[config.mk]
export PLATFORM = sky130hd
export DESIGN_NAME = r2q_sqrt_cell
export DESIGN_NICKNAME = d
export VERILOG_FILES = /design/src/design/assert_macros.svh /design/src/design/r2q_pkg.sv /design/src/design/r2q_sqrt_cell.sv
export SDC_FILE = /design/constraint.sdc
export NUM_CORES = 1
export LEC_CHECK = 0
export BUFFER_PORTS_ARGS = -buffer_cell sky130_fd_sc_hd__buf_2
export CAP_MARGIN = 20
export CORE_AREA = 3 3 296 298
export CTS_CLUSTER_SIZE = 40
export DETAILED_ROUTE_END_ITERATION = 12
export DIE_AREA = 0 0 299 301
export SYNTH_ARGS = -nofsm -noshare
export SYNTH_HDL_FRONTEND = slang
export SYNTH_SLANG_ARGS = --single-unit
[constraint.sdc]
create_clock -name clk -period 28.6 [get_ports clk]
set_input_delay 4.29 -clock clk [delete_from_list [all_inputs] [get_ports clk]]
set_output_delay 4.29 -clock clk [all_outputs]
set_load 0.05 [all_outputs]
[src/design/assert_macros.svh]
// Assertion helpers shared by the RTL files.
// Each macro expects signals named clk and arst_n in the enclosing module.
`ifndef ASSERT_MACROS_SVH
`define ASSERT_MACROS_SVH

// Consequent must hold in the same cycle as the antecedent.
`define R2Q_ASSERT_IMPLY(lbl, ante, cons) \
	lbl: assert property (@(posedge clk) disable iff (!arst_n) (ante) |-> (cons)) \
		else $error("implication check failed");

// Condition must hold at every clock edge out of reset.
`define R2Q_ASSERT_ALWAYS(lbl, cond) \
	lbl: assert property (@(posedge clk) disable iff (!arst_n) (cond)) \
		else $error("invariant check failed");

`endif

[src/design/r2q_pkg.sv]
// ----------------------------------------------------------------------------
// r2q_pkg
// Types and constants of the rotation matrix to quaternion pipeline.
// ----------------------------------------------------------------------------
`default_nettype none

package r2q_pkg;

	localparam int DATA_WIDTH = 16;
	localparam int FRAC_BITS  = 14;

	// clipped radicand, square root input and result
	localparam int RAD_W    = DATA_WIDTH + 2;
	localparam int SQ_IN_W  = ((RAD_W + FRAC_BITS + 1) / 2) * 2;
	localparam int ROOT_W   = SQ_IN_W / 2;
	localparam int SQ_REM_W = ROOT_W + 3;

	// numerator magnitude, divider remainder and quotient
	localparam int MAG_W     = DATA_WIDTH + 1;
	localparam int NUM_W     = MAG_W + FRAC_BITS + 1;
	localparam int DIVS_W    = ROOT_W + 1 + DATA_WIDTH;
	localparam int DIV_REM_W = ((NUM_W > DIVS_W) ? NUM_W : DIVS_W) + 1;
	localparam int QUO_W     = DATA_WIDTH + 1;

	localparam int STAGES = 2 + ROOT_W + QUO_W;
	localparam int CNT_W  = $clog2(STAGES + 1);

	localparam logic [1:0] LANE_X = 2'd0;
	localparam logic [1:0] LANE_Y = 2'd1;
	localparam logic [1:0] LANE_Z = 2'd2;
	localparam logic [1:0] LANE_W = 2'd3;

	typedef logic signed [DATA_WIDTH-1:0] elem_t;

	typedef struct packed {
		elem_t m_c0r0;
		elem_t m_c0r1;
		elem_t m_c0r2;
		elem_t m_c1r0;
		elem_t m_c1r1;
		elem_t m_c1r2;
		elem_t m_c2r0;
		elem_t m_c2r1;
		elem_t m_c2r2;
	} matrix_t;

	typedef struct packed {
		elem_t quat_x;
		elem_t quat_y;
		elem_t quat_z;
		elem_t quat_w;
	} quat_t;

	// item state carried from cell to cell
	typedef struct packed {
		logic [1:0]                  root_idx;
		logic [SQ_IN_W-1:0]          sq_in;
		logic [SQ_REM_W-1:0]         sq_rem;
		logic [ROOT_W-1:0]           root;
		logic [3:0]                  neg;
		logic [3:0][MAG_W-1:0]       mag;
		logic [DIV_REM_W-1:0]        dsh;
		logic [3:0][DIV_REM_W-1:0]   rem;
		logic [3:0][QUO_W-1:0]       quo;
	} work_t;

endpackage

`default_nettype wire

[src/design/r2q_sqrt_cell.sv]
// ----------------------------------------------------------------------------
// r2q_sqrt_cell
// One root bit of the digit-by-digit square root per cell.
// ----------------------------------------------------------------------------
`default_nettype none

module r2q_sqrt_cell (
	input  wire logic           clk,
	input  wire logic           arst_n,
	input  wire logic           in_vld,
	output logic                in_rdy,
	input  wire r2q_pkg::work_t in_w,
	output logic                out_vld,
	input  wire logic           out_rdy,
	output r2q_pkg::work_t      out_w
);

	logic [r2q_pkg::SQ_REM_W-1:0] rem_sh, trial;
	r2q_pkg::work_t               w_d, w_q;
	logic                         vld_q;

	always_comb begin
		w_d = in_w;
		rem_sh = {in_w.sq_rem[r2q_pkg::SQ_REM_W-3:0], in_w.sq_in[r2q_pkg::SQ_IN_W-1 -: 2]};
		trial = {1'b0, in_w.root, 2'b01};
		if (rem_sh >= trial) begin
			w_d.sq_rem = rem_sh - trial;
			w_d.root = {in_w.root[r2q_pkg::ROOT_W-2:0], 1'b1};
		end else begin
			w_d.sq_rem = rem_sh;
			w_d.root = {in_w.root[r2q_pkg::ROOT_W-2:0], 1'b0};
		end
		w_d.sq_in = {in_w.sq_in[r2q_pkg::SQ_IN_W-3:0], 2'b00};
	end

	assign in_rdy = !vld_q || out_rdy;

	always_ff @(posedge clk or negedge arst_n) begin
		if (!arst_n)
			vld_q <= 1'b0;
		else if (in_rdy)
			vld_q <= in_vld;
	end

	always_ff @(posedge clk) begin
		if (in_vld && in_rdy)
			w_q <= w_d;
	end

	assign out_vld = vld_q;
	assign out_w   = w_q;

endmodule

`default_nettype wire

==> impl_metrics.env <==
export IMPL_startpoint_type="input port"
export IMPL_cts_setup_buffers=0
export IMPL_synthArstFlopShare_pct=0.265
export IMPL_synthTopCellsByCount="377 x edfxtp_1, 21 x inv_1, 18 x ha_1"
export IMPL_synth_area_leaders="edfxtp_1 89%, ha_1 1.8%, mux2_4 0.83%"
export IMPL_slew_violations=0
export IMPL_hold_class="reg2reg"
export IMPL_syn_instance_count=557
export IMPL_p_switching_uw=415
export IMPL_path_clk_slew_ns=0.06
export IMPL_pin_count=764
export IMPL_nets=1764
export IMPL_combPwrFrac_pct=15.0
export IMPL_h_tree_depth=2
export IMPL_worst_setup_path_end_kind="output port"
export IMPL_synth_largest_area_cell="edfxtp_1"
export IMPL_p_leak_nw=7.94
export IMPL_grt_overflow_total=0
export IMPL_ys_seq_elements=378
export IMPL_yosysMostFrequentCell="edfxtp_1"
export IMPL_first_pass_iters=4
export IMPL_final_area_um2=19500
export IMPL_finalHoldViolations=0
export IMPL_p_seq_share_pct=44.9
export IMPL_min_path_cells=2
export IMPL_port_buffer_count=759
export IMPL_area_growth_pct=53.4
export IMPL_vias=8404
export IMPL_status="complete, no violations"
export IMPL_fmax_mhz=109
export IMPL_grt_max_degree=82
export IMPL_required_ns=24.31
export IMPL_dieArea_um2=90000
export IMPL_relSlewSlack_pct=26.6
export IMPL_setup_viol=0
export IMPL_cp_arrival_ns=4.85
export IMPL_fillers=9029
export IMPL_worstMarginPinSlew_ns=1.10
export IMPL_rsz0062_at_grt="no"
export IMPL_postPlaceCellArea_um2=17900
export IMPL_core_um2=85100
export IMPL_antenna_found_initial=20
export IMPL_drt_wl_total_um=48000
export IMPL_r2r_cells=4
export IMPL_grt_use_total_pct=10.0
export IMPL_cts_tree="built"
export IMPL_setup_tns_ns=0
export IMPL_dp_hpwl_um=38700
export IMPL_clkPwrFrac_pct=40.1
export IMPL_yosysWarningCount=0
export IMPL_gp_congestion=0.834
export IMPL_fin_skew_ns=0.0146
export IMPL_finalCritPeriodShare_pct=32.0
export IMPL_synth_area_per_cell_um2=22.8
export IMPL_clkLatencyLatePin_ns=0.59
export IMPL_drt_iter0_drc=448
export IMPL_layout_min_cycle_time_ns=9.14
export IMPL_post_drt_wl_per_cell_um=18.8
export IMPL_via_per_inst=3.30
export IMPL_synth_edf_count=377
export IMPL_cts_root_buffer="clkbuf_16"
export IMPL_start_util_pct=14.9
export IMPL_rows=107
export IMPL_clkSinkCount=378
export IMPL_cts_made_buffers=45
export IMPL_layout_drive_gt1_share_pct=61.5
export IMPL_power_per_cell_area_nw_per_um2=75.5
export IMPL_drcViolationCount=0
export IMPL_cap_viol_max_count=0
export IMPL_grt_pass1_vias=8584
export IMPL_die_h_um=301
export IMPL_grt_pass1_wl_um=63200
export IMPL_synth_area_um2=12700
export IMPL_swShare_pct=28.2
export IMPL_path_max_fanout=3
export IMPL_crit_type="in2out"
export IMPL_netlist_area_leader_share_pct=89.3
export IMPL_die_w_um=299
export IMPL_p_int_mw=1.05
export IMPL_ir_drop_mv=0.0498
export IMPL_post_synth_num_cell_types=46
export IMPL_cts_hold_buf=0
export IMPL_synthFlopType="edfxtp_1"
export IMPL_antenna_left=0
export IMPL_yosysSeqAreaShare_pct=89.5
export IMPL_post_cts_resized=0
export IMPL_clk_path_buf_depth=3
[cell usage in the layout, fill, tap and decap left out, drive strengths merged, types with 3 or more instances in the layout]
master,instances
o21ai,12
a211oi,5
clkinv,13
o211ai,4
xnor2,8
ha,18
clkbuf,57
nor2,11
a21oi,16
nand4,3
inv,27
nand2b,4
edfxtp,377
o21a,5
nor3,7
clkinvlp,3
nand3,4
mux2,16
bufinv,5
nand2,12
xor2,7
buf,764
diode,6
[power by group through the flow]
stage | combinational, mW | clock [mW] | sequential, mW
2_1_floorplan | 0.0386 | 0 | 0.790
3_3_place_gp | 0.222 | 0 | 0.670
3_5_place_dp | 0.223 | 0 | 0.671
4_1_cts | 0.224 | 0.617 | 0.660
5_1_grt | 0.232 | 0.636 | 0.662
6_report | 0.220 | 0.589 | 0.659
[cell families (layout without fill, tap and decap cells)]
family          count (synthesis)  in the layout  share of synthesized area, %
fa+ha+maj                      18             18                          1.78
other cells                     1              8                        0.0296
mux                            18             18                          1.79
xor+xnor                       15             15                          1.04
flops                         378            378                          89.5
simple gates                   47             47                          1.93
compound gates                 53             53                          2.93
buf+inv                        27            869                          1.02
[stage by stage]
stage          setup WS, ns  util, %  hold WS (ns)  power [mW]  instances
6_report              19.46     22.8         0.668        1.47       2550
5_1_grt               19.44     22.8         0.692        1.53       2545
4_1_cts               19.44     22.8         0.704        1.50       2544
3_5_place_dp          19.44     21.0         0.686       0.894       2460
3_3_place_gp          19.45     21.0         0.695       0.892       2460
2_1_floorplan         14.48        -          1.18       0.828        558
[worst max-delay path: stages]
cell	delay [ns]
buf_2	0.07
nand2b_1	0.19
buf_2	0.30
[per-layer routing]
metal  GRT usage [%]  vias up  share of wire (%)
met5               0        -               0.19
met2            17.3      460                 51
met4            3.83       14                2.9
met1            10.1     4020                 34
li1                -     3827                  -
met3            5.41       83                 12
[area by class of cell]
class | instances | area (µm²) | area share, %
Antenna cell | 6 | 15.0 | 0.0772
Clock buffer | 57 | 1210 | 6.23
Clock inverter | 27 | 322 | 1.65
Inverter | 21 | 78.8 | 0.405
Multi-Input combinational cell | 153 | 1210 | 6.22
Sequential cell | 378 | 11300 | 58.3
Tap cell | 1144 | 1430 | 7.36
Timing Repair Buffer | 764 | 3840 | 19.7
[flip-flops by register name, summed over array words and instances (netlist names)]
register,count
out_vld,1
out_w,377
[final timing paths]
| kind | to | startpoint | slack, ns |
|---|---|---|---|
| worst max-delay path | in_rdy | out_rdy | 19.46 |
| worst min-delay path | out_vld$_DFFE_PN0N_ | out_vld$_DFFE_PN0N_ | 0.67 |
| worst max register to register | out_w[168]$_DFFE_PP_ | out_vld$_DFFE_PN0N_ | 25.12 |
| worst min register to register | out_vld$_DFFE_PN0N_ | out_vld$_DFFE_PN0N_ | 0.67 |
| max in group asynchronous | out_vld$_DFFE_PN0N_ | arst_n | 25.06 |
| min in group asynchronous | out_vld$_DFFE_PN0N_ | arst_n | 3.46 |
No activity file was read; power rests on OpenSTA's default activity.
