File: config.mk
export PLATFORM = sky130hd
export DESIGN_NAME = r2q_out
export DESIGN_NICKNAME = d
export VERILOG_FILES = /design/src/design/assert_macros.svh /design/src/design/r2q_pkg.sv /design/src/design/r2q_out.sv
export SDC_FILE = /design/constraint.sdc
export NUM_CORES = 1
export LEC_CHECK = 0
export BUFFER_PORTS_ARGS = -buffer_cell sky130_fd_sc_hd__buf_2
export CORE_AREA = 2 2 173 175
export CTS_BUF_LIST = sky130_fd_sc_hd__clkbuf_16
export DETAILED_ROUTE_END_ITERATION = 6
export DIE_AREA = 0 0 175 177
export PLACE_DENSITY = 0.41
export SYNTH_ARGS = -nofsm -noshare
export SYNTH_HDL_FRONTEND = slang
export SYNTH_SLANG_ARGS = --single-unit
File: constraint.sdc
create_clock -name clk -period 2.4 [get_ports clk]
set_input_delay 0.36 -clock clk [delete_from_list [all_inputs] [get_ports clk]]
set_output_delay 0.36 -clock clk [all_outputs]
set_load 0.1 [all_outputs]
File: src/design/assert_macros.svh
// Assertion helpers shared by the RTL files.
// Each macro expects signals named clk and arst_n in the enclosing module.
`ifndef ASSERT_MACROS_SVH
`define ASSERT_MACROS_SVH

// Consequent must hold in the same cycle as the antecedent.
`define R2Q_ASSERT_IMPLY(lbl, ante, cons) \
	lbl: assert property (@(posedge clk) disable iff (!arst_n) (ante) |-> (cons)) \
		else $error("implication check failed");

// Condition must hold at every clock edge out of reset.
`define R2Q_ASSERT_ALWAYS(lbl, cond) \
	lbl: assert property (@(posedge clk) disable iff (!arst_n) (cond)) \
		else $error("invariant check failed");

`endif

File: src/design/r2q_pkg.sv
// ----------------------------------------------------------------------------
// r2q_pkg
// Types and constants of the rotation matrix to quaternion pipeline.
// ----------------------------------------------------------------------------
`default_nettype none

package r2q_pkg;

	localparam int DATA_WIDTH = 16;
	localparam int FRAC_BITS  = 14;

	// clipped radicand, square root input and result
	localparam int RAD_W    = DATA_WIDTH + 2;
	localparam int SQ_IN_W  = ((RAD_W + FRAC_BITS + 1) / 2) * 2;
	localparam int ROOT_W   = SQ_IN_W / 2;
	localparam int SQ_REM_W = ROOT_W + 3;

	// numerator magnitude, divider remainder and quotient
	localparam int MAG_W     = DATA_WIDTH + 1;
	localparam int NUM_W     = MAG_W + FRAC_BITS + 1;
	localparam int DIVS_W    = ROOT_W + 1 + DATA_WIDTH;
	localparam int DIV_REM_W = ((NUM_W > DIVS_W) ? NUM_W : DIVS_W) + 1;
	localparam int QUO_W     = DATA_WIDTH + 1;

	localparam int STAGES = 2 + ROOT_W + QUO_W;
	localparam int CNT_W  = $clog2(STAGES + 1);

	localparam logic [1:0] LANE_X = 2'd0;
	localparam logic [1:0] LANE_Y = 2'd1;
	localparam logic [1:0] LANE_Z = 2'd2;
	localparam logic [1:0] LANE_W = 2'd3;

	typedef logic signed [DATA_WIDTH-1:0] elem_t;

	typedef struct packed {
		elem_t m_c0r0;
		elem_t m_c0r1;
		elem_t m_c0r2;
		elem_t m_c1r0;
		elem_t m_c1r1;
		elem_t m_c1r2;
		elem_t m_c2r0;
		elem_t m_c2r1;
		elem_t m_c2r2;
	} matrix_t;

	typedef struct packed {
		elem_t quat_x;
		elem_t quat_y;
		elem_t quat_z;
		elem_t quat_w;
	} quat_t;

	// item state carried from cell to cell
	typedef struct packed {
		logic [1:0]                  root_idx;
		logic [SQ_IN_W-1:0]          sq_in;
		logic [SQ_REM_W-1:0]         sq_rem;
		logic [ROOT_W-1:0]           root;
		logic [3:0]                  neg;
		logic [3:0][MAG_W-1:0]       mag;
		logic [DIV_REM_W-1:0]        dsh;
		logic [3:0][DIV_REM_W-1:0]   rem;
		logic [3:0][QUO_W-1:0]       quo;
	} work_t;

endpackage

`default_nettype wire

File: src/design/r2q_out.sv
// ----------------------------------------------------------------------------
// r2q_out
// Half root, sign and saturation per component; output register.
// ----------------------------------------------------------------------------
`default_nettype none

module r2q_out (
	input  wire logic           clk,
	input  wire logic           arst_n,
	input  wire logic           in_vld,
	output logic                in_rdy,
	input  wire r2q_pkg::work_t in_w,
	output logic                out_vld,
	input  wire logic           out_rdy,
	output r2q_pkg::quat_t      out_q
);

	localparam int DW = r2q_pkg::DATA_WIDTH;
	localparam logic [r2q_pkg::QUO_W-1:0] HI_Q  = r2q_pkg::QUO_W'((1 << (DW - 1)) - 1);
	localparam logic [r2q_pkg::QUO_W-1:0] MAG_LO = r2q_pkg::QUO_W'(1) << (DW - 1);

	logic [r2q_pkg::ROOT_W:0]  half;
	logic [DW-1:0]             half_sat;
	logic [3:0][DW-1:0]        lane;
	logic [r2q_pkg::QUO_W-1:0] q;
	r2q_pkg::quat_t            q_d, q_q;
	logic                      vld_q;

	always_comb begin
		half = ((r2q_pkg::ROOT_W + 1)'(in_w.root) + 1'b1) >> 1;
		half_sat = (half > (r2q_pkg::ROOT_W + 1)'(HI_Q)) ? DW'(HI_Q) : DW'(half);
		q = '0;
		for (int p = 0; p < 4; p++) begin
			q = in_w.quo[p];
			if (in_w.root_idx == 2'(p))
				lane[p] = half_sat;
			else if (in_w.root == '0)
				lane[p] = '0;
			else if (!in_w.neg[p])
				lane[p] = (q > HI_Q) ? DW'(HI_Q) : DW'(q);
			else
				lane[p] = (q > MAG_LO) ? DW'(MAG_LO) : DW'(-q);
		end
		q_d.quat_x = lane[r2q_pkg::LANE_X];
		q_d.quat_y = lane[r2q_pkg::LANE_Y];
		q_d.quat_z = lane[r2q_pkg::LANE_Z];
		q_d.quat_w = lane[r2q_pkg::LANE_W];
	end

	assign in_rdy = !vld_q || out_rdy;

	always_ff @(posedge clk or negedge arst_n) begin
		if (!arst_n)
			vld_q <= 1'b0;
		else if (in_rdy)
			vld_q <= in_vld;
	end

	always_ff @(posedge clk) begin
		if (in_vld && in_rdy)
			q_q <= q_d;
	end

	assign out_vld = vld_q;
	assign out_q   = q_q;

endmodule

`default_nettype wire

==> metrics.md <==
| Metric | Value |
|---|---|
| Gate Count Post-Synth | `approximately 550` |
| Worst-Margin Slew | `approximately 1.3 ns` |
| Grt peak-use layer | `met2` |
| Global-route track usage on met3 | `0.0612` |
| Max Root-Sink Buffers | `2` |
| Clock sink total | `65` |
| Vias in the first global route | `5244` |
| Resized Gates After CTS | `0` |
| Fmax | `431 MHz` |
| Nets@finish | `1179` |
| Depth of the CTS H-tree | `3` |
| DR iter-0 viols | `474` |
| Synth Warn # | `0` |
| Worst path max stage delay | `0.57 ns` |
| Mean post-synth cell area | `9.02 um^2` |
| Tmin final | `2.32 ns` |
| Clock transition at path regs | `0.06 ns` |
| Routed wire length | `approximately 23000 um` |
| Slew HR | `0.125` |
| EDFF count, synth | `64` |
| Largest net degree at the start of global routing | `28` |
| Slowest cell on crit path | `or4_4` |
| Initial Util | `0.170` |
| # setup viols final | `0` |
| Setup TNS | `0 ns` |
| Vias/cell | `4.66` |
| P_leak | `2.79 nW` |
| Gr usage total | `0.147` |
| Synthesized cell area | `4970 um^2` |
| Congestion Overflow GR | `0` |
| Max-cap violations | `0` |
| Number of synthesized register bits | `65` |
| Post-synth top cells | `edfxtp_1, nor2_1, o22ai_1, nand2_1, a21oi_1` |
| Net Count, Synth | `944` |
| First-pass GRT wire length | `33900 um` |
| Die area | `31000 um^2` |
| CTS Root Cell | `clkbuf_16` |
| Critical path capture point type | `flip-flop` |
| Clock Skew | `between 0.006 and 0.007 ns` |
| Final Max Slew Viols | `0` |
| Synth async-reset ratio | `0.0154` |
| Ys flop type | `edfxtp_1` |
| Seq/Total Area, Yosys | `0.392` |
| Post-DRT Antenna Nets | `0` |
| I/O Pins | `449` |
| Critical path arrival | `2.40 ns` |
| Worst-Skew Late Latency | `0.34 ns` |
| Final hold vios | `0` |
| Core box area | `between 20000 and 30000 um^2` |
| Final cell count without fillers | `1184` |
| Startpoint Class | `input port` |
| Post-DP HPWL | `18500 um` |
| Power after layout | `4.12 mW` |
| Die Ht | `177 um` |
| CTS tree | `yes` |
| GPL Wtd Cong | `0.810` |
| Pwr Density | `between 500 and 600 nW/um^2` |
| Unique cell type count in the Yosys netlist | `62` |
| Crit path cell chain | `buf_2 -> or4_4 -> or4_4 -> buf_4 -> or4_4 -> o211ai_1 -> o22ai_1` |
| Status | `complete, no violations` |
| Post-layout util | `0.244` |
| Largest area contributor in the netlist | `edfxtp_1` |
| Met1 GRT Util | `0.204` |
| Crit path max fanout | `5` |
| Critical path's most frequent cell | `or4_4` |
| Met2 usage in global routing | `0.211` |
| Top area cells in the synthesized netlist | `edfxtp_1, o22ai_1, a21oi_1, nor2_1, o32ai_1` |
| Required @ worst endpoint | `2.48 ns` |
| Hold Path Class | `in2reg` |
| CP Class | `in2reg` |
| DR WL/cell | `19.4 um` |
| Post-synth top area share | `0.387` |
| Initial antenna violation count | `8` |
| Max IR drop VDD | `0.290 mV` |
| Share of cells above drive strength 1 | `0.374` |
| Area growth syn-to-layout | `43.5%` |
| # DRC | `0` |
| Top-count cell post-synth | `edfxtp_1` |
| Post-CTS setup buffer count | `0` |
| RSZ-0062 raised after global routing | `false` |
| Die width | `175 um` |
| Num CTS Buffers | `9` |
| Vias | `about 5500` |
| Period utilisation layout | `0.967` |
| First-pass DRT Iterations | `5` |
| PortBufs | `159` |
| Inst Count DP | `about 1200` |
| Site Rows | `63` |
## cells by family after synthesis
family	after synthesis	synth area share
mux	3	0.00604
xor+xnor	27	0.0476
compound gates	174	0.242
buf+inv	45	0.0408
flops	65	0.392
fa+ha+maj	10	0.0252
simple gates	227	0.247
## sequential cells by signal, indices dropped and copies added, names as in the netlist
name     count
out_q       64
out_vld      1
## per-stage QoR
stage | cell area, um^2 | hold slack, ns | worst slack, ns
floorplan | 4980 | 0.0644 | 0.0293
detailed placement | 6840 | 0.136 | -0.291
global route | 7130 | 0.219 | 0.0150
finish | 7140 | 0.214 | 0.0789
global placement | 6840 | 0.135 | -0.292
CTS | 7130 | 0.203 | 0.0751
## per-layer routing
| metal | vias up | part of all wire |
|---|---|---|
| met5 | - | 0.0026 |
| met4 | 10 | 0.0076 |
| li1 | 2676 | - |
| met3 | 20 | 0.090 |
| met1 | 2645 | 0.48 |
| met2 | 169 | 0.42 |
## power by group
part	total, mW	switching (mW)	internal [mW]	leakage, nW
Sequential	1.39	0.0275	1.37	0.628
Combinational	1.47	1.10	0.375	2.02
Clock	1.26	0.554	0.707	0.132
## cells in the final DEF (no fill, tap or decap), types with 7 or more instances in the layout
cell,count
nor3_1,17
or3_1,7
nand4b_1,8
nor2_1,49
or2_2,7
nand2_1,39
ha_1,10
edfxtp_1,64
o2bb2ai_1,7
xor2_1,11
buf_2,159
inv_1,14
nor4_1,13
nand4_1,16
nand3_1,26
buf_4,94
o32ai_1,18
o21ai_0,22
or4_1,9
a21oi_1,37
xnor2_1,16
o22ai_1,44
clkbuf_16,9
## worst max-delay path: cells and delay by family
family	cells	cell delay, ns
buffers and inverters	2	0.25
and+or+nand+nor	3	1.55
AOI/OAI and AO/OA	2	0.23
## area by class of cell
type                    count  area (um^2)
multi-input cells         441         2830
inverters                  14         52.6
clock buffers               9          225
flip-flops and latches     65         1950
clock inverters             7         55.1
diodes                      3         7.51
well taps                 390          488
fillers                  3206        22100
repair buffers            255         1530
## path summary, 6_finish.rpt
check	start	to	slack [ns]	cells after the start
worst min register to register	out_vld$_DFFE_PN0N_	out_vld$_DFFE_PN0N_	0.53	2
min in group asynchronous	arst_n	out_vld$_DFFE_PN0N_	0.32	2
max in group asynchronous	arst_n	out_vld$_DFFE_PN0N_	2.00	2
worst max-delay path	in_w[60]	out_q[14]$_DFFE_PP_	0.08	7
worst min-delay path	in_vld	out_vld$_DFFE_PN0N_	0.21	2
worst max register to register	out_vld$_DFFE_PN0N_	out_q[60]$_DFFE_PP_	0.89	3
## what timing repair did
item	CTS	global route
hold endpoints to repair	1	0
hold buffers	1	0
setup endpoints to repair	0	0
(Power assumes the default switching activity.)
