==> src/design/assert_macros.svh <==
// Assertion helpers shared by the RTL files.
// Each macro expects signals named clk and arst_n in the enclosing module.
`ifndef ASSERT_MACROS_SVH
`define ASSERT_MACROS_SVH

// Consequent must hold in the same cycle as the antecedent.
`define R2Q_ASSERT_IMPLY(lbl, ante, cons) \
	lbl: assert property (@(posedge clk) disable iff (!arst_n) (ante) |-> (cons)) \
		else $error("implication check failed");

// Condition must hold at every clock edge out of reset.
`define R2Q_ASSERT_ALWAYS(lbl, cond) \
	lbl: assert property (@(posedge clk) disable iff (!arst_n) (cond)) \
		else $error("invariant check failed");

`endif

==> src/design/r2q_pkg.sv <==
// ----------------------------------------------------------------------------
// r2q_pkg
// Types and constants of the rotation matrix to quaternion pipeline.
// ----------------------------------------------------------------------------
`default_nettype none

package r2q_pkg;

	localparam int DATA_WIDTH = 16;
	localparam int FRAC_BITS  = 14;

	// clipped radicand, square root input and result
	localparam int RAD_W    = DATA_WIDTH + 2;
	localparam int SQ_IN_W  = ((RAD_W + FRAC_BITS + 1) / 2) * 2;
	localparam int ROOT_W   = SQ_IN_W / 2;
	localparam int SQ_REM_W = ROOT_W + 3;

	// numerator magnitude, divider remainder and quotient
	localparam int MAG_W     = DATA_WIDTH + 1;
	localparam int NUM_W     = MAG_W + FRAC_BITS + 1;
	localparam int DIVS_W    = ROOT_W + 1 + DATA_WIDTH;
	localparam int DIV_REM_W = ((NUM_W > DIVS_W) ? NUM_W : DIVS_W) + 1;
	localparam int QUO_W     = DATA_WIDTH + 1;

	localparam int STAGES = 2 + ROOT_W + QUO_W;
	localparam int CNT_W  = $clog2(STAGES + 1);

	localparam logic [1:0] LANE_X = 2'd0;
	localparam logic [1:0] LANE_Y = 2'd1;
	localparam logic [1:0] LANE_Z = 2'd2;
	localparam logic [1:0] LANE_W = 2'd3;

	typedef logic signed [DATA_WIDTH-1:0] elem_t;

	typedef struct packed {
		elem_t m_c0r0;
		elem_t m_c0r1;
		elem_t m_c0r2;
		elem_t m_c1r0;
		elem_t m_c1r1;
		elem_t m_c1r2;
		elem_t m_c2r0;
		elem_t m_c2r1;
		elem_t m_c2r2;
	} matrix_t;

	typedef struct packed {
		elem_t quat_x;
		elem_t quat_y;
		elem_t quat_z;
		elem_t quat_w;
	} quat_t;

	// item state carried from cell to cell
	typedef struct packed {
		logic [1:0]                  root_idx;
		logic [SQ_IN_W-1:0]          sq_in;
		logic [SQ_REM_W-1:0]         sq_rem;
		logic [ROOT_W-1:0]           root;
		logic [3:0]                  neg;
		logic [3:0][MAG_W-1:0]       mag;
		logic [DIV_REM_W-1:0]        dsh;
		logic [3:0][DIV_REM_W-1:0]   rem;
		logic [3:0][QUO_W-1:0]       quo;
	} work_t;

endpackage

`default_nettype wire

==> src/design/r2q_front.sv <==
// ----------------------------------------------------------------------------
// r2q_front
// Trace, axis choice, radicand and numerators; first pipeline register.
// ----------------------------------------------------------------------------
`default_nettype none

module r2q_front (
	input  wire logic            clk,
	input  wire logic            arst_n,
	input  wire logic            in_vld,
	output logic                 in_rdy,
	input  wire r2q_pkg::matrix_t in_mat,
	output logic                 out_vld,
	input  wire logic            out_rdy,
	output r2q_pkg::work_t       out_w
);

	localparam int EW = r2q_pkg::DATA_WIDTH + 3;
	localparam int NW = r2q_pkg::DATA_WIDTH + 2;

	logic signed [EW-1:0] e [9];
	logic signed [EW-1:0] trace, rad, one, diag_i;
	logic signed [NW-1:0] num [4];
	logic [1:0]           axis;
	logic                 pos_trace;
	r2q_pkg::work_t       w_d, w_s1;
	logic                 vld_s1;

	always_comb begin
		e[0] = EW'(in_mat.m_c0r0);
		e[1] = EW'(in_mat.m_c0r1);
		e[2] = EW'(in_mat.m_c0r2);
		e[3] = EW'(in_mat.m_c1r0);
		e[4] = EW'(in_mat.m_c1r1);
		e[5] = EW'(in_mat.m_c1r2);
		e[6] = EW'(in_mat.m_c2r0);
		e[7] = EW'(in_mat.m_c2r1);
		e[8] = EW'(in_mat.m_c2r2);
		one = EW'(1) <<< r2q_pkg::FRAC_BITS;
		trace = e[0] + e[4] + e[8];
		pos_trace = trace > 0;

		// strict compares keep the lower index on ties
		axis = (e[4] > e[0]) ? r2q_pkg::LANE_Y : r2q_pkg::LANE_X;
		diag_i = (axis == r2q_pkg::LANE_Y) ? e[4] : e[0];
		if (e[8] > diag_i)
			axis = r2q_pkg::LANE_Z;

		for (int p = 0; p < 4; p++)
			num[p] = '0;
		if (pos_trace) begin
			rad = trace + one;
			num[0] = NW'(e[5] - e[7]);
			num[1] = NW'(e[6] - e[2]);
			num[2] = NW'(e[1] - e[3]);
		end else begin
			case (axis)
				r2q_pkg::LANE_Y: begin
					rad = e[4] - e[8] - e[0] + one;
					num[3] = NW'(e[6] - e[2]);
					num[2] = NW'(e[5] + e[7]);
					num[0] = NW'(e[3] + e[1]);
				end
				r2q_pkg::LANE_Z: begin
					rad = e[8] - e[0] - e[4] + one;
					num[3] = NW'(e[1] - e[3]);
					num[0] = NW'(e[6] + e[2]);
					num[1] = NW'(e[7] + e[5]);
				end
				default: begin
					rad = e[0] - e[4] - e[8] + one;
					num[3] = NW'(e[5] - e[7]);
					num[1] = NW'(e[1] + e[3]);
					num[2] = NW'(e[2] + e[6]);
				end
			endcase
		end

		w_d = '0;
		w_d.root_idx = pos_trace ? r2q_pkg::LANE_W : axis;
		// a radicand below zero counts as zero
		w_d.sq_in = (rad > 0) ?
			(r2q_pkg::SQ_IN_W'(rad[r2q_pkg::RAD_W-1:0]) << r2q_pkg::FRAC_BITS) : '0;
		for (int p = 0; p < 4; p++) begin
			w_d.neg[p] = num[p][NW-1];
			w_d.mag[p] = num[p][NW-1] ? r2q_pkg::MAG_W'(-num[p]) : r2q_pkg::MAG_W'(num[p]);
		end
	end

	assign in_rdy = !vld_s1 || out_rdy;

	always_ff @(posedge clk or negedge arst_n) begin
		if (!arst_n)
			vld_s1 <= 1'b0;
		else if (in_rdy)
			vld_s1 <= in_vld;
	end

	always_ff @(posedge clk) begin
		if (in_vld && in_rdy)
			w_s1 <= w_d;
	end

	assign out_vld = vld_s1;
	assign out_w   = w_s1;

endmodule

`default_nettype wire

==> config.mk <==
export PLATFORM = sky130hd
export DESIGN_NAME = r2q_front
export DESIGN_NICKNAME = d
export VERILOG_FILES = /design/src/design/assert_macros.svh /design/src/design/r2q_pkg.sv /design/src/design/r2q_front.sv
export SDC_FILE = /design/constraint.sdc
export NUM_CORES = 1
export LEC_CHECK = 0
export CELL_PAD_IN_SITES_DETAIL_PLACEMENT = 1
export CELL_PAD_IN_SITES_GLOBAL_PLACEMENT = 1
export CORE_MARGIN = 10
export CORE_UTILIZATION = 45
export DETAILED_ROUTE_END_ITERATION = 10
export DONT_BUFFER_PORTS = 1
export HOLD_SLACK_MARGIN = 0.08
export PLACE_DENSITY_LB_ADDON = 0.1
export SLEW_MARGIN = 20
export SYNTH_ARGS = -nofsm -noshare
export SYNTH_HDL_FRONTEND = slang
export SYNTH_SLANG_ARGS = --single-unit
==> constraint.sdc <==
create_clock -name clk -period 4.6 [get_ports clk]
set_input_delay 0.46 -clock clk [delete_from_list [all_inputs] [get_ports clk]]
set_output_delay 0.46 -clock clk [all_outputs]
set_load 0.005 [all_outputs]
==> results.json <==
{
  "period_share_pct": 125,
  "io_pins": 529,
  "highest_layer": "met5",
  "drt_pre_antenna_iters": 5,
  "cts_tree": "built",
  "ys_seq_area_share_pct": 13.9,
  "synth_edf_count": 92,
  "clockBufferDepth": 2,
  "outcome": "finished, violations left",
  "final_antenna_net_count": 0,
  "netlist_instances": 2498,
  "path_clk_slew_ps": 80,
  "layout_setup_ws_ps": -1170,
  "yosys_most_used_dff": "edfxtp_1",
  "std_cell_rows": 77,
  "start_util_pct": 45.5,
  "place_congestion": 0.962,
  "cts.sinks": 93,
  "hold_viol_final": 0,
  "synth_top_family_by_area": "adder cells",
  "critPathTopFamily": "buffers and inverters",
  "p_leak_nw": 11.7,
  "clockPowerShare_pct": 7.7,
  "max_stage_delay_ps": 380,
  "path_buf_inv": 14,
  "yosys.area_share.simple_pct": 15.0,
  "fp.dieH_um": 231,
  "violations": "negative setup slack",
  "internal_power_w": 0.00553,
  "antenna_cells": 0,
  "slowest_stage": "nor4b_4",
  "seq_area_mm2": 0.00279,
  "switching_power_w": 0.00546,
  "fin_worst_skew_ps": 3.85,
  "synth_compound_area_share_pct": 21.4,
  "synth_top_area_cell": "ha_1",
  "fillers": 5224,
  "grt-ovfl-total": 0,
  "required_ps": 4740,
  "ys_ff_latch": 93,
  "numPortBuffers": 0,
  "root_buffer": "clkbuf_16",
  "final.min_clock_period_ps": 5770,
  "avgSynthCellArea_um2": 8.06,
  "synthArstFlopShare_pct": 1.08,
  "pwr-share-seq_pct": 13.7,
  "worstSetupPathType": "primary input to flip-flop",
  "fmax_mhz": 173,
  "numCtsBuffers": 9,
  "multi_input_area_mm2": 0.0168,
  "yosys-top-cells-count": "buf_4 (289), ha_1 (262), inv_1 (203)",
  "place_inst": 3335,
  "htree_levels": 3,
  "grt_max_degree": 71,
  "max_slew_margin_pct": 24.7,
  "core_mm2": 0.0442,
  "worst_ep_arrival_time_ps": 5910,
  "grt_setup_unrepaired": "yes",
  "synth_xor_xnor_area_share_pct": 7.62,
  "worstMarginPinSlew_ps": 1120,
  "first_iter_violations": 1479,
  "wl_met1_um": 35400,
  "syn-cell-area_mm2": 0.0201,
  "die_width_um": 231,
  "muxShareOfSynthArea_pct": 1.56,
  "grt_pass1_vias": 21200,
  "fin_nets": 3347,
  "synth_cell_types": 101,
  "wl_per_cell_um": 26.5,
  "end_kind": "flip-flop",
  "power.density_mw_per_mm2": 431,
  "grt_first_pass_wirelength_um": 134000,
  "startpoint_type": "primary input",
  "r2r_setup_slack_ps": 2400,
  "hp-class": "primary input to flip-flop",
  "drv_slew": 0,
  "p_sw_share_pct": 49.7,
  "synth_adder_area_share_pct": 23.6,
  "routed_wl_um": 91700,
  "synth_area_leaders": "ha_1 (16%), edfxtp_1 (14%), buf_4 (11%)",
  "setup_viol": 91,
  "instances_no_fill": 3460,
  "yosysTopAreaCellShare_pct": 16.3,
  "wl_met3_um": 6490,
  "grt_use_total_pct": 32.3,
  "power_frac_comb_pct": 78.6,
  "cp_max_fo": 8,
  "crit_top_cell": "buf_12",
  "finalHoldWorstSlack_ps": 173,
  "synth_warnings": 0,
  "drive_gt1_share_pct": 26.2,
  "hpwl_um": 73100,
  "dieArea_mm2": 0.0536,
  "peakVddDrop_mv": 0.299,
  "vias": 19800,
  "drv_cap": 0,
  "drcViolationCount": 0,
  "wl_met2_um": 46200,
  "antenna_found_initial": 1,
  "via_per_inst": 5.72,
  "areaGrowthSynthToFinish_pct": 26.5,
  "synth_most_common_cell": "buf_4",
  "clk-insertion-delay-late_ps": 390
}
-- worst paths after layout --
kind	startpoint	endpoint	depth (start not counted)
setup / recovery	in_mat[140]	out_w[302]	31
hold / removal	in_vld	out_vld	1
setup reg to reg	out_vld	out_w[359]	3
hold reg to reg	out_vld	out_vld	2
max in group asynchronous	arst_n	out_vld	1
min in group asynchronous	arst_n	out_vld	1
-- what timing repair did --
item | 4_1_cts | 5_1_grt
hold buffers | 1 | 0
resized for setup | 309 | 145
endpoints found under the hold margin | 1 | 0
pin swaps | 95 | 85
gates cloned | 9 | 2
setup endpoints to repair | 92 | 92
setup buffers | 69 | 49
-- power groups by stage --
stage / clock (W) / combinational [W] / sequential (W)
6_report: 0.000843 / 0.00864 / 0.00150
5_1_grt: 0.000866 / 0.00909 / 0.00152
4_1_cts: 0.000852 / 0.00776 / 0.00152
3_5_place_dp: 0 / 0.00643 / 0.00153
3_3_place_gp: 0 / 0.00628 / 0.00153
2_1_floorplan: 0 / 0.00392 / 0.00140
-- per-stage QoR --
stage	worst slack [ps]	TNS, ps	cell area, µm²	power [W]	util (%)
5_1_grt	-1280	-91520	25500	0.0115	57.6
3_5_place_dp	-2540	-198310	22100	0.00796	50.0
3_3_place_gp	-2520	-188610	22100	0.00782	50.0
2_1_floorplan	-1390	-78210	21400	0.00532	-
6_report	-1170	-79860	25500	0.0110	57.6
4_1_cts	-974	-66020	24500	0.0101	55.3
-- registers in the layout, summed over array words and instances (netlist names) --
| name | cells |
|---|---|
| out_w | 92 |
| out_vld | 1 |
-- routing by layer --
layer | track usage [%] | up-vias
met5 | 0 | -
met4 | 11.8 | 2
met3 | 6.96 | 178
met2 | 57.7 | 766
met1 | 37.1 | 9956
li1 | - | 8889
-- placed cells by master, fill, tap and decap left out, drive strengths merged, types with 12 or more instances in the layout --
| master | count |
|---|---|
| conb | 287 |
| nor2b | 29 |
| edfxtp | 92 |
| xor2 | 56 |
| o221ai | 12 |
| inv | 206 |
| o22ai | 25 |
| nor3 | 48 |
| ha | 262 |
| a221oi | 12 |
| clkbuf | 12 |
| a21o | 37 |
| nand2b | 36 |
| nand2 | 163 |
| o21a | 21 |
| and3 | 17 |
| buf | 451 |
| o21ai | 136 |
| or3 | 19 |
| nand4 | 16 |
| a31oi | 22 |
| fa | 74 |
| xnor2 | 119 |
| o211ai | 30 |
| mux2i | 23 |
| a211oi | 31 |
| nor2 | 191 |
| o31ai | 18 |
| o21bai | 22 |
| a21oi | 178 |
| nand3 | 40 |
-- kinds of logic after synthesis --
family / Yosys count
AOI/OAI and AO/OA: 648
and+or+nand+nor: 622
buffers and inverters: 594
adders and majority gates: 336
xor gates and xnor gates: 175
DFF: 93
muxes: 29
other: 1
-- area by class of cell --
| type | instances | share of cell area (%) |
|---|---|---|
| flip-flops and latches | 93 | 10.9 |
| well taps | 592 | 2.91 |
| repair buffers | 454 | 16.0 |
| clock inverters | 6 | 0.260 |
| multi-input cells | 2100 | 65.9 |
| inverters | 205 | 3.09 |
| clock buffers | 10 | 0.939 |
No activity file was read; power rests on OpenSTA's default activity.
