File: config.mk
export PLATFORM = sky130hd
export DESIGN_NAME = r2q_div_cell
export DESIGN_NICKNAME = d
export VERILOG_FILES = /design/src/design/assert_macros.svh /design/src/design/r2q_pkg.sv /design/src/design/r2q_div_cell.sv
export SDC_FILE = /design/constraint.sdc
export NUM_CORES = 1
export LEC_CHECK = 0
export ABC_AREA = 1
export BUFFER_PORTS_ARGS = -buffer_cell sky130_fd_sc_hd__buf_2
export CAP_MARGIN = 10
export CORE_AREA = 5 5 296 298
export DETAILED_ROUTE_END_ITERATION = 6
export DIE_AREA = 0 0 301 303
export PLACE_DENSITY = 0.46
export SLEW_MARGIN = 20
export SYNTH_ARGS = -nofsm -noshare
export SYNTH_HDL_FRONTEND = slang
export SYNTH_SLANG_ARGS = --single-unit
File: constraint.sdc
create_clock -name clk -period 60 [get_ports clk]
set_input_delay 0 -clock clk [delete_from_list [all_inputs] [get_ports clk]]
set_output_delay 0 -clock clk [all_outputs]
set_load 0.03 [all_outputs]
File: src/design/assert_macros.svh
// Assertion helpers shared by the RTL files.
// Each macro expects signals named clk and arst_n in the enclosing module.
`ifndef ASSERT_MACROS_SVH
`define ASSERT_MACROS_SVH

// Consequent must hold in the same cycle as the antecedent.
`define R2Q_ASSERT_IMPLY(lbl, ante, cons) \
	lbl: assert property (@(posedge clk) disable iff (!arst_n) (ante) |-> (cons)) \
		else $error("implication check failed");

// Condition must hold at every clock edge out of reset.
`define R2Q_ASSERT_ALWAYS(lbl, cond) \
	lbl: assert property (@(posedge clk) disable iff (!arst_n) (cond)) \
		else $error("invariant check failed");

`endif

File: src/design/r2q_pkg.sv
// ----------------------------------------------------------------------------
// r2q_pkg
// Types and constants of the rotation matrix to quaternion pipeline.
// ----------------------------------------------------------------------------
`default_nettype none

package r2q_pkg;

	localparam int DATA_WIDTH = 16;
	localparam int FRAC_BITS  = 14;

	// clipped radicand, square root input and result
	localparam int RAD_W    = DATA_WIDTH + 2;
	localparam int SQ_IN_W  = ((RAD_W + FRAC_BITS + 1) / 2) * 2;
	localparam int ROOT_W   = SQ_IN_W / 2;
	localparam int SQ_REM_W = ROOT_W + 3;

	// numerator magnitude, divider remainder and quotient
	localparam int MAG_W     = DATA_WIDTH + 1;
	localparam int NUM_W     = MAG_W + FRAC_BITS + 1;
	localparam int DIVS_W    = ROOT_W + 1 + DATA_WIDTH;
	localparam int DIV_REM_W = ((NUM_W > DIVS_W) ? NUM_W : DIVS_W) + 1;
	localparam int QUO_W     = DATA_WIDTH + 1;

	localparam int STAGES = 2 + ROOT_W + QUO_W;
	localparam int CNT_W  = $clog2(STAGES + 1);

	localparam logic [1:0] LANE_X = 2'd0;
	localparam logic [1:0] LANE_Y = 2'd1;
	localparam logic [1:0] LANE_Z = 2'd2;
	localparam logic [1:0] LANE_W = 2'd3;

	typedef logic signed [DATA_WIDTH-1:0] elem_t;

	typedef struct packed {
		elem_t m_c0r0;
		elem_t m_c0r1;
		elem_t m_c0r2;
		elem_t m_c1r0;
		elem_t m_c1r1;
		elem_t m_c1r2;
		elem_t m_c2r0;
		elem_t m_c2r1;
		elem_t m_c2r2;
	} matrix_t;

	typedef struct packed {
		elem_t quat_x;
		elem_t quat_y;
		elem_t quat_z;
		elem_t quat_w;
	} quat_t;

	// item state carried from cell to cell
	typedef struct packed {
		logic [1:0]                  root_idx;
		logic [SQ_IN_W-1:0]          sq_in;
		logic [SQ_REM_W-1:0]         sq_rem;
		logic [ROOT_W-1:0]           root;
		logic [3:0]                  neg;
		logic [3:0][MAG_W-1:0]       mag;
		logic [DIV_REM_W-1:0]        dsh;
		logic [3:0][DIV_REM_W-1:0]   rem;
		logic [3:0][QUO_W-1:0]       quo;
	} work_t;

endpackage

`default_nettype wire

File: src/design/r2q_div_cell.sv
// ----------------------------------------------------------------------------
// r2q_div_cell
// One quotient bit of the restoring divide per cell, four lanes wide.
// ----------------------------------------------------------------------------
`default_nettype none

module r2q_div_cell (
	input  wire logic           clk,
	input  wire logic           arst_n,
	input  wire logic           in_vld,
	output logic                in_rdy,
	input  wire r2q_pkg::work_t in_w,
	output logic                out_vld,
	input  wire logic           out_rdy,
	output r2q_pkg::work_t      out_w
);

	r2q_pkg::work_t w_d, w_q;
	logic           vld_q;
	logic           ge;

	always_comb begin
		w_d = in_w;
		ge = 1'b0;
		for (int p = 0; p < 4; p++) begin
			ge = in_w.rem[p] >= in_w.dsh;
			if (ge)
				w_d.rem[p] = in_w.rem[p] - in_w.dsh;
			w_d.quo[p] = {in_w.quo[p][r2q_pkg::QUO_W-2:0], ge};
		end
		// advance the divisor one bit down
		w_d.dsh = in_w.dsh >> 1;
	end

	assign in_rdy = !vld_q || out_rdy;

	always_ff @(posedge clk or negedge arst_n) begin
		if (!arst_n)
			vld_q <= 1'b0;
		else if (in_rdy)
			vld_q <= in_vld;
	end

	always_ff @(posedge clk) begin
		if (in_vld && in_rdy)
			w_q <= w_d;
	end

	assign out_vld = vld_q;
	assign out_w   = w_q;

endmodule

`default_nettype wire

==> results of run 1 <==
-- layout make-up --
type                    count  share of cell area, %
clock inverters            27                  0.969
well taps                1144                   4.26
flip-flops and latches    379                   33.9
inverters                 425                   4.77
multi-input cells        2003                   29.4
clock buffers              62                   3.86
diodes                     15                  0.112
repair buffers           1142                   22.7
-- synthesized netlist by cell type --
cell type	instances
inv_2	1
buf_2	1
inv_1	421
conb_1	1
inv_4	3
o21a_1	1
a21oi_1	116
xor2_1	58
nor2_1	212
nor3_1	26
nand3_2	3
or2_2	1
xnor2_1	10
o21ai_0	61
nand4_1	28
nor2_2	10
and2_1	1
fa_1	4
a21boi_0	3
nand3_1	155
ha_1	136
nand2_4	4
nor4_1	5
nand2_1	1130
dfrtp_1	1
a21o_1	4
nand3b_1	21
nand2_2	7
buf_4	11
o21bai_1	4
buf_6	14
edfxtp_1	378
a21oi_2	2
-- kinds of logic (layout without fill, tap and decap cells) --
| kind of cell | Yosys count | in the layout | share of synthesized area [%] |
|---|---|---|---|
| compound gates | 191 | 191 | 4.30 |
| xor+xnor | 68 | 68 | 2.58 |
| fa+ha+maj | 140 | 140 | 7.71 |
| buf+inv | 451 | 1656 | 8.00 |
| flops | 379 | 379 | 49.2 |
| other cells | 1 | 16 | 0.0162 |
| simple gates | 1603 | 1603 | 28.1 |
-- cell usage in the layout, fill, tap and decap left out, drive strengths merged --
master       count
dfrtp            1
or2              1
clkbuf          62
buf            764
bufinv           5
conb             1
xnor2           10
o21bai           4
o21ai           61
o21a             1
and2             1
nand4           28
dlygate4sd3    378
fa               4
nand2         1141
xor2            58
a21boi           3
nor4             5
clkinv          12
inv            431
a21oi          118
nor3            26
nand3b          21
edfxtp         378
ha             136
a21o             4
clkinvlp         4
nor2           222
diode           15
nand3          158
-- power groups by stage --
stage	Combinational, µW	Clock (µW)	Sequential (µW)
6_report	242	302	322
3_5_place_dp	222	0	328
3_3_place_gp	222	0	327
4_1_cts	244	312	322
5_1_grt	264	324	324
2_1_floorplan	103	0	377
-- worst max path at each step --
| stage | to | startpoint | depth (start not counted) |
|---|---|---|---|
| floorplan | out_w[0]$_DFFE_PP_ | out_vld$_DFFE_PN0N_ | 1 |
| global placement | out_w[197]$_DFFE_PP_ | out_vld$_DFFE_PN0N_ | 5 |
| detailed placement | out_w[197]$_DFFE_PP_ | out_vld$_DFFE_PN0N_ | 5 |
| CTS | out_w[313]$_DFFE_PP_ | out_vld$_DFFE_PN0N_ | 5 |
| global route | out_w[313]$_DFFE_PP_ | out_vld$_DFFE_PN0N_ | 5 |
| finish | out_w[313]$_DFFE_PP_ | out_vld$_DFFE_PN0N_ | 5 |
-- sequential cells by signal, summed over array words and instances, names as in the netlist --
| name | count |
|---|---|
| out_w | 378 |
| out_vld | 1 |
-- repair_timing --
item,in CTS,in global routing
buffers inserted,0,0
setup endpoints to repair,0,0
hold buffers,378,0
hold endpoints to repair,376,0
-- per-layer routing --
metal / part of all wire, % / track usage [%] / vias up
li1: - / - / 11500
met1: 42 / 29.1 / 10600
met2: 46 / 39.3 / 762
met3: 7.1 / 6.37 / 180
met4: 5.5 / 11.1 / 16
met5: 0.10 / 0 / -
-- through the flow --
step	setup slack (ns)	power, µW
6_report	55.81	867
5_1_grt	55.54	912
4_1_cts	55.75	879
3_5_place_dp	55.76	550
3_3_place_gp	55.76	549
2_1_floorplan	40.08	480
==> metrics, run 1 <==
status=finished, final reports clean; switching part of the total=roughly 34%; Final Skew=between 0.01 and 0.015 ns; largest net degree at the start of global routing=around 80; CTS clk-pin slew, worst paths=about 0.060 ns; worst-path cell chain=a21oi_4 > buf_4 > buf_4 > buf_4 > buf_4; vias in the first global route=22700; CTS HTree Levels=2; FILL cells=around 8900; Reg2Reg Depth=5; # resized after CTS=0; slowest stage delay, CP=roughly 0.84 ns; TNS Setup=0 ns; Hold Crit Class=in2reg; first-pass GRT wire length=157000 µm; YS warnings=0; Max clock buf depth=3; Worst setup SP type=register; most frequent CP cell=buf_4; Max-Cap Viols=0; CP arrival=about 4.4 ns; RSZ-0062 raised after global routing=no; CP max-delay cell=buf_4; Post-DRT Antenna Nets=0; CTS tree=yes; Area Overhead vs Synth=45.4%; part of the Yosys area used for sequential elements=around half; CTS Buf Count=49; Placed Cells=about 4700; PortBufs=758; Hold Crit Endpoint=out_w[256]$_DFFE_PP_; row count=approximately 110; top cell type's share of synthesized area=between 40% and 50%; slew of the pin with the lowest slew margin=roughly 1.1 ns; Worst Path Max Fanout=77; layout cell share with drive strength beyond 1=between 20 and 25%; total die area=91200 µm²; switching power total=around 300 µW; syn avg cell area=between 8 and 9 µm²; hold_sp=in_w[256]; Die X=around 300 µm; endpoint kind of the worst setup timing path=register; Combinational Power Share=roughly 28%; max-slew violations=0; Post-Route WL=roughly 110000 µm; Yosys cell types=33; Mapped Area=23100 µm²; Hold Crit Depth=2; Synth area leader=edfxtp_1; final instance area=33600 µm²; FF-to-FF setup slack=55.81 ns; Sequential Power Share=~37%; net count of the finished layout=roughly 4500; Fin. Hold Viols=0; later-pin clock latency in the skew report=~0.6 ns; RR Startpoint=out_vld$_DFFE_PN0N_; pwr dens=25.8 nW/µm²; r2r endpoint=out_w[313]$_DFFE_PP_; fmax=239 MHz; synthesis-stage register bit count=379; Top-Level Pins=around 760; top cells by area, synth=edfxtp_1, nand2_1, ha_1; via/cell ratio=4.44; Final Cycle Share=under 10%; HPWL after DPL=91300 µm; Placer Congestion=0.936; Worst Path Buf+Inv=4; Die Ht=just over 300 µm; Setup violations, final=0; Min Clock Period, post-route=4.19 ns; Final Util=a little under 40%; clock network power share=roughly a third; initial antenna violation count=21; area of the multi-input gates=slightly below 10000 µm²; Core Region=84600 µm²; drt pass-1 iters=5; Root Driver=clkbuf_16; Pint=between 500 and 600 µW; initial core utilization=a little over a quarter; Detailed Route Iter0 Violations=around 1300; post-DR wirelength/cell=22.0 µm; Worst Setup Path Type=reg2reg; Slew HR=between 20% and 30%; DR vias=approximately 23000; Worst VDD drop=roughly 0.000019 V; Residual DRC=0; Syn Nets=3356; final cell count without fillers=5197; delay-heaviest family, CP=buffers and inverters; Remaining Overflow, GRT=0; minimum hold slack=approximately 0.10 ns; Total Routing Usage GR=23.8%; Pleak=around 0.017 µW; Crit path required time=~60 ns; Cells after Synth=approximately 2800; clock tree sinks=379; register area=approximately 11000 µm²; placed cell areas=around 28000 µm²
(Power assumes the default switching activity.)
==> run 2: changes to the inputs <==
PLACE_DENSITY = 0.47   (was 0.46)
clock period = 3.69 ns   (was 60 ns; I/O delays follow)
==> run 2 against run 1 <==
Net effect:
- sequential share of layout area fell by 0.26 points
- non-clock buffer count rose by 25
- total power rose to 16 times the previous value
- clock power rose to 16 times the previous value
- cell area rose by 0.78%
- combinational power rose to 16 times the previous value
- first-iteration DRC count rose by 22%
- sequential cell count did not move
- die area did not move
- critical endpoint is now out_w[122]$_DFFE_PP_
- largest power group unchanged
==> metrics, run 2 (same netlist as run 1, synthesis figures left out) <==
total die area=91200 µm² (unchanged); most frequent CP cell=nand2_1; post-DR wirelength/cell=21.8 µm (-1.2%); initial core utilization=27.3% (unchanged); Pleak=0.0167 µW (+0.92%); RSZ-0062 raised after global routing=no; r2r endpoint=out_w[220]$_DFFE_PP_; Remaining Overflow, GRT=0 (unchanged); RR Startpoint=out_vld$_DFFE_PN0N_; switching power total=4790 µW (+1500%); minimum hold slack=0.115 ns (+0.0128 ns); Pint=9330 µW (+1500%); Worst setup SP type=input port; switching part of the total=33.9% (-0.14 points); status=finished, final reports clean; most common cell after layout, fill and taps aside=nand2_1; Root Driver=clkbuf_16; initial antenna violation count=16 (-24%); worst-path cell chain=dlygate4sd3_1 > buf_2 > inv_1 > ha_1 > nand2_1 > inv_1 > a21oi_1 > nand3_1 > nand2_1 > nand3_1 > nand2_2 > nand2_4 > inv_4 > nand2_1 > nand2_1; Residual DRC=0 (unchanged); Worst Path Max Fanout=33 (-57%); Total Routing Usage GR=23.6% (-0.18 points); Crit path required time=4.13 ns (-56.10 ns); Hold Crit Class=in2reg; drt pass-1 iters=6 (+1); Max-Cap Viols=0 (unchanged); CTS clk-pin slew, worst paths=0.06 ns (about the same); largest net degree at the start of global routing=112 (+44%); FILL cells=8836 (-1.0%); HPWL after DPL=90500 µm (-0.82%); Slew HR=49.1% (+20 points); Worst Setup Path Type=in2reg; first-pass GRT wire length=157000 µm (+0.25%); slowest stage delay, CP=0.55 ns (-0.29 ns); register area=11400 µm² (about the same); DR vias=23300 (+1.1%); slew of the pin with the lowest slew margin=0.762 ns (-0.293 ns); hold_sp=in_w[18]; fmax=around 330 MHz; FF-to-FF setup slack=1.71 ns (-54.10 ns); Min Clock Period, post-route=about 3 ns; CTS HTree Levels=2 (unchanged); later-pin clock latency in the skew report=0.59 ns (about the same); Core Region=84600 µm² (unchanged); vias in the first global route=22800 (+0.10%); max reg flops=378 (unchanged); Final Skew=0.0235 ns (+0.0101 ns); area of the multi-input gates=9890 µm² (unchanged); PortBufs=758 (unchanged); CTS tree=yes; Post-DRT Antenna Nets=0 (unchanged); pwr dens=417 nW/µm² (+1500%); Die Ht=303 µm (unchanged); clock network power share=34.8% (about the same); endpoint kind of the worst setup timing path=register; Max clock buf depth=3 (unchanged); Sequential Power Share=37.2% (about the same); layout cell share with drive strength beyond 1=22.1% (+0.59 points); Fin. Hold Viols=0 (unchanged); Hold Crit Depth=2 (unchanged); CP max-delay cell=dlygate4sd3_1; net count of the finished layout=4547 (+0.53%); Placer Congestion=0.940 (+0.42%); CP arrival=3.46 ns (-0.96 ns); Die X=301 µm (unchanged); Reg2Reg Depth=3 (-2); clock tree sinks=379 (unchanged); Worst VDD drop=0.000293 V (+1400%); Final Cycle Share=slightly above 80%; Combinational Power Share=28.1% (about the same); Post-Route WL=114000 µm (-0.79%); via/cell ratio=4.47 (+0.64%); row count=107 (unchanged); total power=14100 µW (+1500%); Setup violations, final=0 (unchanged); most frequent cells in the layout=nand2_1, buf_2, inv_1; # resized after CTS=0 (unchanged); Detailed Route Iter0 Violations=1622 (+22%); Post-CTS Setup Inserts=0 (unchanged); CTS Buf Count=48 (-2.0%); max-slew violations=0 (unchanged); Hold Crit Endpoint=out_w[19]$_DFFE_PP_; Top-Level Pins=764 (unchanged); Area Overhead vs Synth=46.5%
-- run 2: cell types whose count changed in the layout (fill, tap and decap cells not counted), moves of 2 or more --
cell and delta:
clkbuf_8 -2, clkbuf_1 -8, clkinv_1 +3, buf_12 +6, buf_4 +18, clkinv_2 +6, inv_8 -2
-- run 2: power by group through the flow --
stage | sequential, µW | clock, µW | combinational [µW]
4_1_cts | 5250 | 5050 | 3990
5_1_grt | 5270 | 5240 | 4320
3_5_place_dp | 5330 | 0 | 3620
3_3_place_gp | 5330 | 0 | 3620
6_report | 5250 | 4910 | 3960
2_1_floorplan | 6000 | 0 | 1680
-- run 2: final cells by class --
class | instances | area share [%]
inverter | 425 | 4.74
clock buffer | 52 | 3.66
antenna | 14 | 0.104
clock inverter | 36 | 1.13
tap | 1144 | 4.23
timing repair buffer | 1167 | 23.3
multi-input combinational | 2003 | 29.2
sequential | 379 | 33.6
-- run 2: stage by stage --
step	utilization (%)	setup WS (ns)	instances	setup TNS, ns	area (µm²)
2_1_floorplan	-	-3.45	2833	-1304.80	23100
3_3_place_gp	33.6	0.630	4739	0	28400
3_5_place_dp	33.6	0.602	4739	0	28400
4_1_cts	40.0	0.639	5206	0	33800
5_1_grt	40.0	0.428	5209	0	33800
6_report	40.0	0.675	5220	0	33800
-- run 2: routing by layer --
| layer | vias to the layer above | routed length, µm | GRT usage, % |
|---|---|---|---|
| met3 | 151 | 7530 | 4.81 |
| met5 | - | 66 | 0 |
| li1 | 11500 | - | - |
| met1 | 10800 | 47100 | 29.6 |
| met4 | 12 | 5200 | 9.16 |
| met2 | 813 | 53600 | 40.2 |
-- run 2: worst max-delay path by stage --
stage / depth (start not counted) / from / slack [ns] / end
after floorplan: 1 / out_vld$_DFFE_PN0N_ / -3.45 / out_w[0]$_DFFE_PP_
after global placement: 14 / in_w[213] / 0.63 / out_w[122]$_DFFE_PP_
after detailed placement: 14 / in_w[213] / 0.60 / out_w[122]$_DFFE_PP_
after CTS: 15 / in_w[213] / 0.64 / out_w[122]$_DFFE_PP_
after global routing: 15 / in_w[212] / 0.43 / out_w[122]$_DFFE_PP_
final: 15 / in_w[213] / 0.68 / out_w[122]$_DFFE_PP_
-- run 2: critical path, delay by kind of cell --
family / cells / cell delay [ns]
buffers and inverters: 5 / 1.68
AO/OA/AOI/OAI: 1 / 0.15
adder cells (fa/ha/maj): 1 / 0.40
AND/OR/NAND/NOR: 8 / 1.20
-- run 2: what timing repair did --
item	in CTS	in global routing
setup endpoints to repair	0	0
hold buffers	379	0
hold endpoints to repair	385	0
==> run 3: changes to the inputs <==
PLACE_DENSITY = 0.46   (was 0.47)
clock period = 2.8 ns   (was 3.69 ns; I/O delays follow)
==> run 3 against run 2 <==
Net effect:
- worst hold slack lost 0.0082 ns
- clock power up 31%
- cell count grew 1.2%
- sequential share of layout area shrank 0.69 points
- core utilization increased by 0.83 points
- critical path depth decreased by 2
- clock-buffer cell count up 8
- total power is 33% higher
- register-to-register slack worse by 0.80 ns
- die area unchanged
- highest routed layer unchanged
==> metrics, run 3 (same netlist as run 1, synthesis figures left out) <==
final cell count without fillers=5281 (+1.2%); Post-CTS Setup Inserts=0 (unchanged); CP max-delay cell=dlygate4sd3_1; Die X=301 µm (unchanged); first-pass GRT wire length=158000 µm (+0.69%); Total Routing Usage GR=23.7% (+0.11 points); Placer Congestion=0.950 (+1.1%); status=finished, final reports clean; later-pin clock latency in the skew report=0.63 ns (+0.04 ns); DR vias=23500 (+0.58%); Area Overhead vs Synth=49.6%; drt pass-1 iters=5 (-1); fmax=approximately 410 MHz; # resized after CTS=0 (unchanged); most frequent cells in the layout=nand2_1, buf_2, inv_1; Post-Route WL=114000 µm (about the same); pwr dens=544 nW/µm² (+30%); Worst VDD drop=0.000431 V (+47%); Final Skew=0.0239 ns (+0.000411 ns); row count=107 (unchanged); slew of the pin with the lowest slew margin=0.629 ns (-0.133 ns); Max clock buf depth=3 (unchanged); Die Ht=303 µm (unchanged); Root Driver=clkbuf_16; Slew HR=57.6% (+8.5 points); Top-Level Pins=764 (unchanged); Core Region=84600 µm² (unchanged); TNS Setup=0 ns (unchanged); Remaining Overflow, GRT=0 (unchanged); CTS Buf Count=49 (+2.1%); layout cell share with drive strength beyond 1=23.1% (+0.98 points); Post-DRT Antenna Nets=0 (unchanged); Worst Path Max Fanout=12 (-64%); slowest stage delay, CP=0.53 ns (-0.02 ns); Pleak=0.0171 µW (+2.2%); Residual DRC=0 (unchanged); CTS clk-pin slew, worst paths=0.06 ns (about the same); HPWL after DPL=92000 µm (+1.7%); CTS tree=yes; Min Clock Period, post-route=2.47 ns; most common cell after layout, fill and taps aside=nand2_1; max-slew violations=0 (unchanged); placed cell areas=29100 µm² (+2.5%); max reg flops=378 (unchanged); via/cell ratio=4.44 (-0.58%); RSZ-0062 raised after global routing=no; largest net degree at the start of global routing=100 (-11%); initial core utilization=27.3% (unchanged); Worst Setup Path Type=in2reg; Hold Crit Class=in2reg; endpoint kind of the worst setup timing path=register; RR Startpoint=out_vld$_DFFE_PN0N_; final instance area=34500 µm² (+2.1%); Fin. Hold Viols=0 (unchanged); CTS HTree Levels=2 (unchanged); total die area=91200 µm² (unchanged); net count of the finished layout=4606 (+1.3%); hold_sp=in_w[210]; Crit path required time=3.14 ns (-0.99 ns); Final Cycle Share=88.1%; Max-Cap Viols=0 (unchanged); clock tree sinks=379 (unchanged); beginning of the critical path=in_w[227]; worst-path cell chain=dlygate4sd3_1 > buf_2 > inv_1 > ha_1 > a21oi_1 > o21ai_0 > a21oi_1 > nand3_2 > nand2_1 > nand2_4 > buf_12 > nand3_1 > nand2_1; Placed Cells=4797 (+1.2%); Worst setup SP type=input port; PortBufs=758 (unchanged); setup slack at placement=0.223 ns (-0.380 ns); vias in the first global route=23300 (+2.4%); post-DR wirelength/cell=21.5 µm (-1.2%); initial antenna violation count=21 (+5); Final Util=40.8% (+0.83 points); setup ws final=0.333 ns (-0.343 ns); Setup violations, final=0 (unchanged); CP arrival=2.81 ns (-0.65 ns); Detailed Route Iter0 Violations=1493 (-8.0%)
## run 3: cell count changes in the layout (fill, tap and decap cells not counted), moves of 2 or more
cell / previous run / this run
clkinv_4: 2 / 0
buf_4: 24 / 60
buf_12: 6 / 28
clkbuf_1: 3 / 10
clkinv_2: 10 / 6
clkinvlp_4: 5 / 8
## run 3: path summary, 6_finish.rpt
kind / to / slack [ns] / cells after the start
max in group asynchronous: out_vld$_DFFE_PN0N_ / 2.42 / 3
min reg2reg: out_w[355]$_DFFE_PP_ / 0.69 / 1
max reg2reg: out_w[214]$_DFFE_PP_ / 0.91 / 3
min: out_w[209]$_DFFE_PP_ / 0.11 / 2
max: out_w[101]$_DFFE_PP_ / 0.33 / 13
min in group asynchronous: out_vld$_DFFE_PN0N_ / 0.26 / 3
## run 3: repair_timing
item / CTS / global route
hold buffers: 379 / 0
hold endpoints to repair: 381 / 0
endpoints found under the setup margin: 0 / 0
## run 3: per-layer routing
metal  up-vias  track usage (%)  share of wire [%]
met5         -                0               0.11
met2       752             41.7                 49
li1      11700                -                  -
met4        18             6.54                3.2
met3       145             5.90                7.2
met1     10900             29.0                 41
## run 3: cell type report
type,instances,area (µm²)
clock inverters,32,328
well taps,1144,1430
clock buffers,60,1290
fillers,8870,50100
flip-flops and latches,379,11400
inverters,425,1600
diodes,13,32.5
repair buffers,1225,8600
multi-input cells,2003,9890
## run 3: per-stage QoR
stage / power [µW] / hold WS [ns]
after global placement: 12000 / -0.216
after CTS: 19000 / 0.0583
after floorplan: 10100 / -0.296
after global routing: 19700 / 0.0800
final: 18800 / 0.106
after detailed placement: 12000 / -0.216
## run 3: critical path, delay by kind of cell
kind                       cells  cell delay [ns]
buffers and inverters          4             1.21
AOI/OAI and AO/OA              3             0.59
and+or+nand+nor                5             0.59
adders and majority gates      1             0.40
## run 3: report_power, final
part,internal (µW),total [µW],switching (µW)
registers,6800,6910,110
logic,1870,5420,3540
clock network,3760,6450,2690
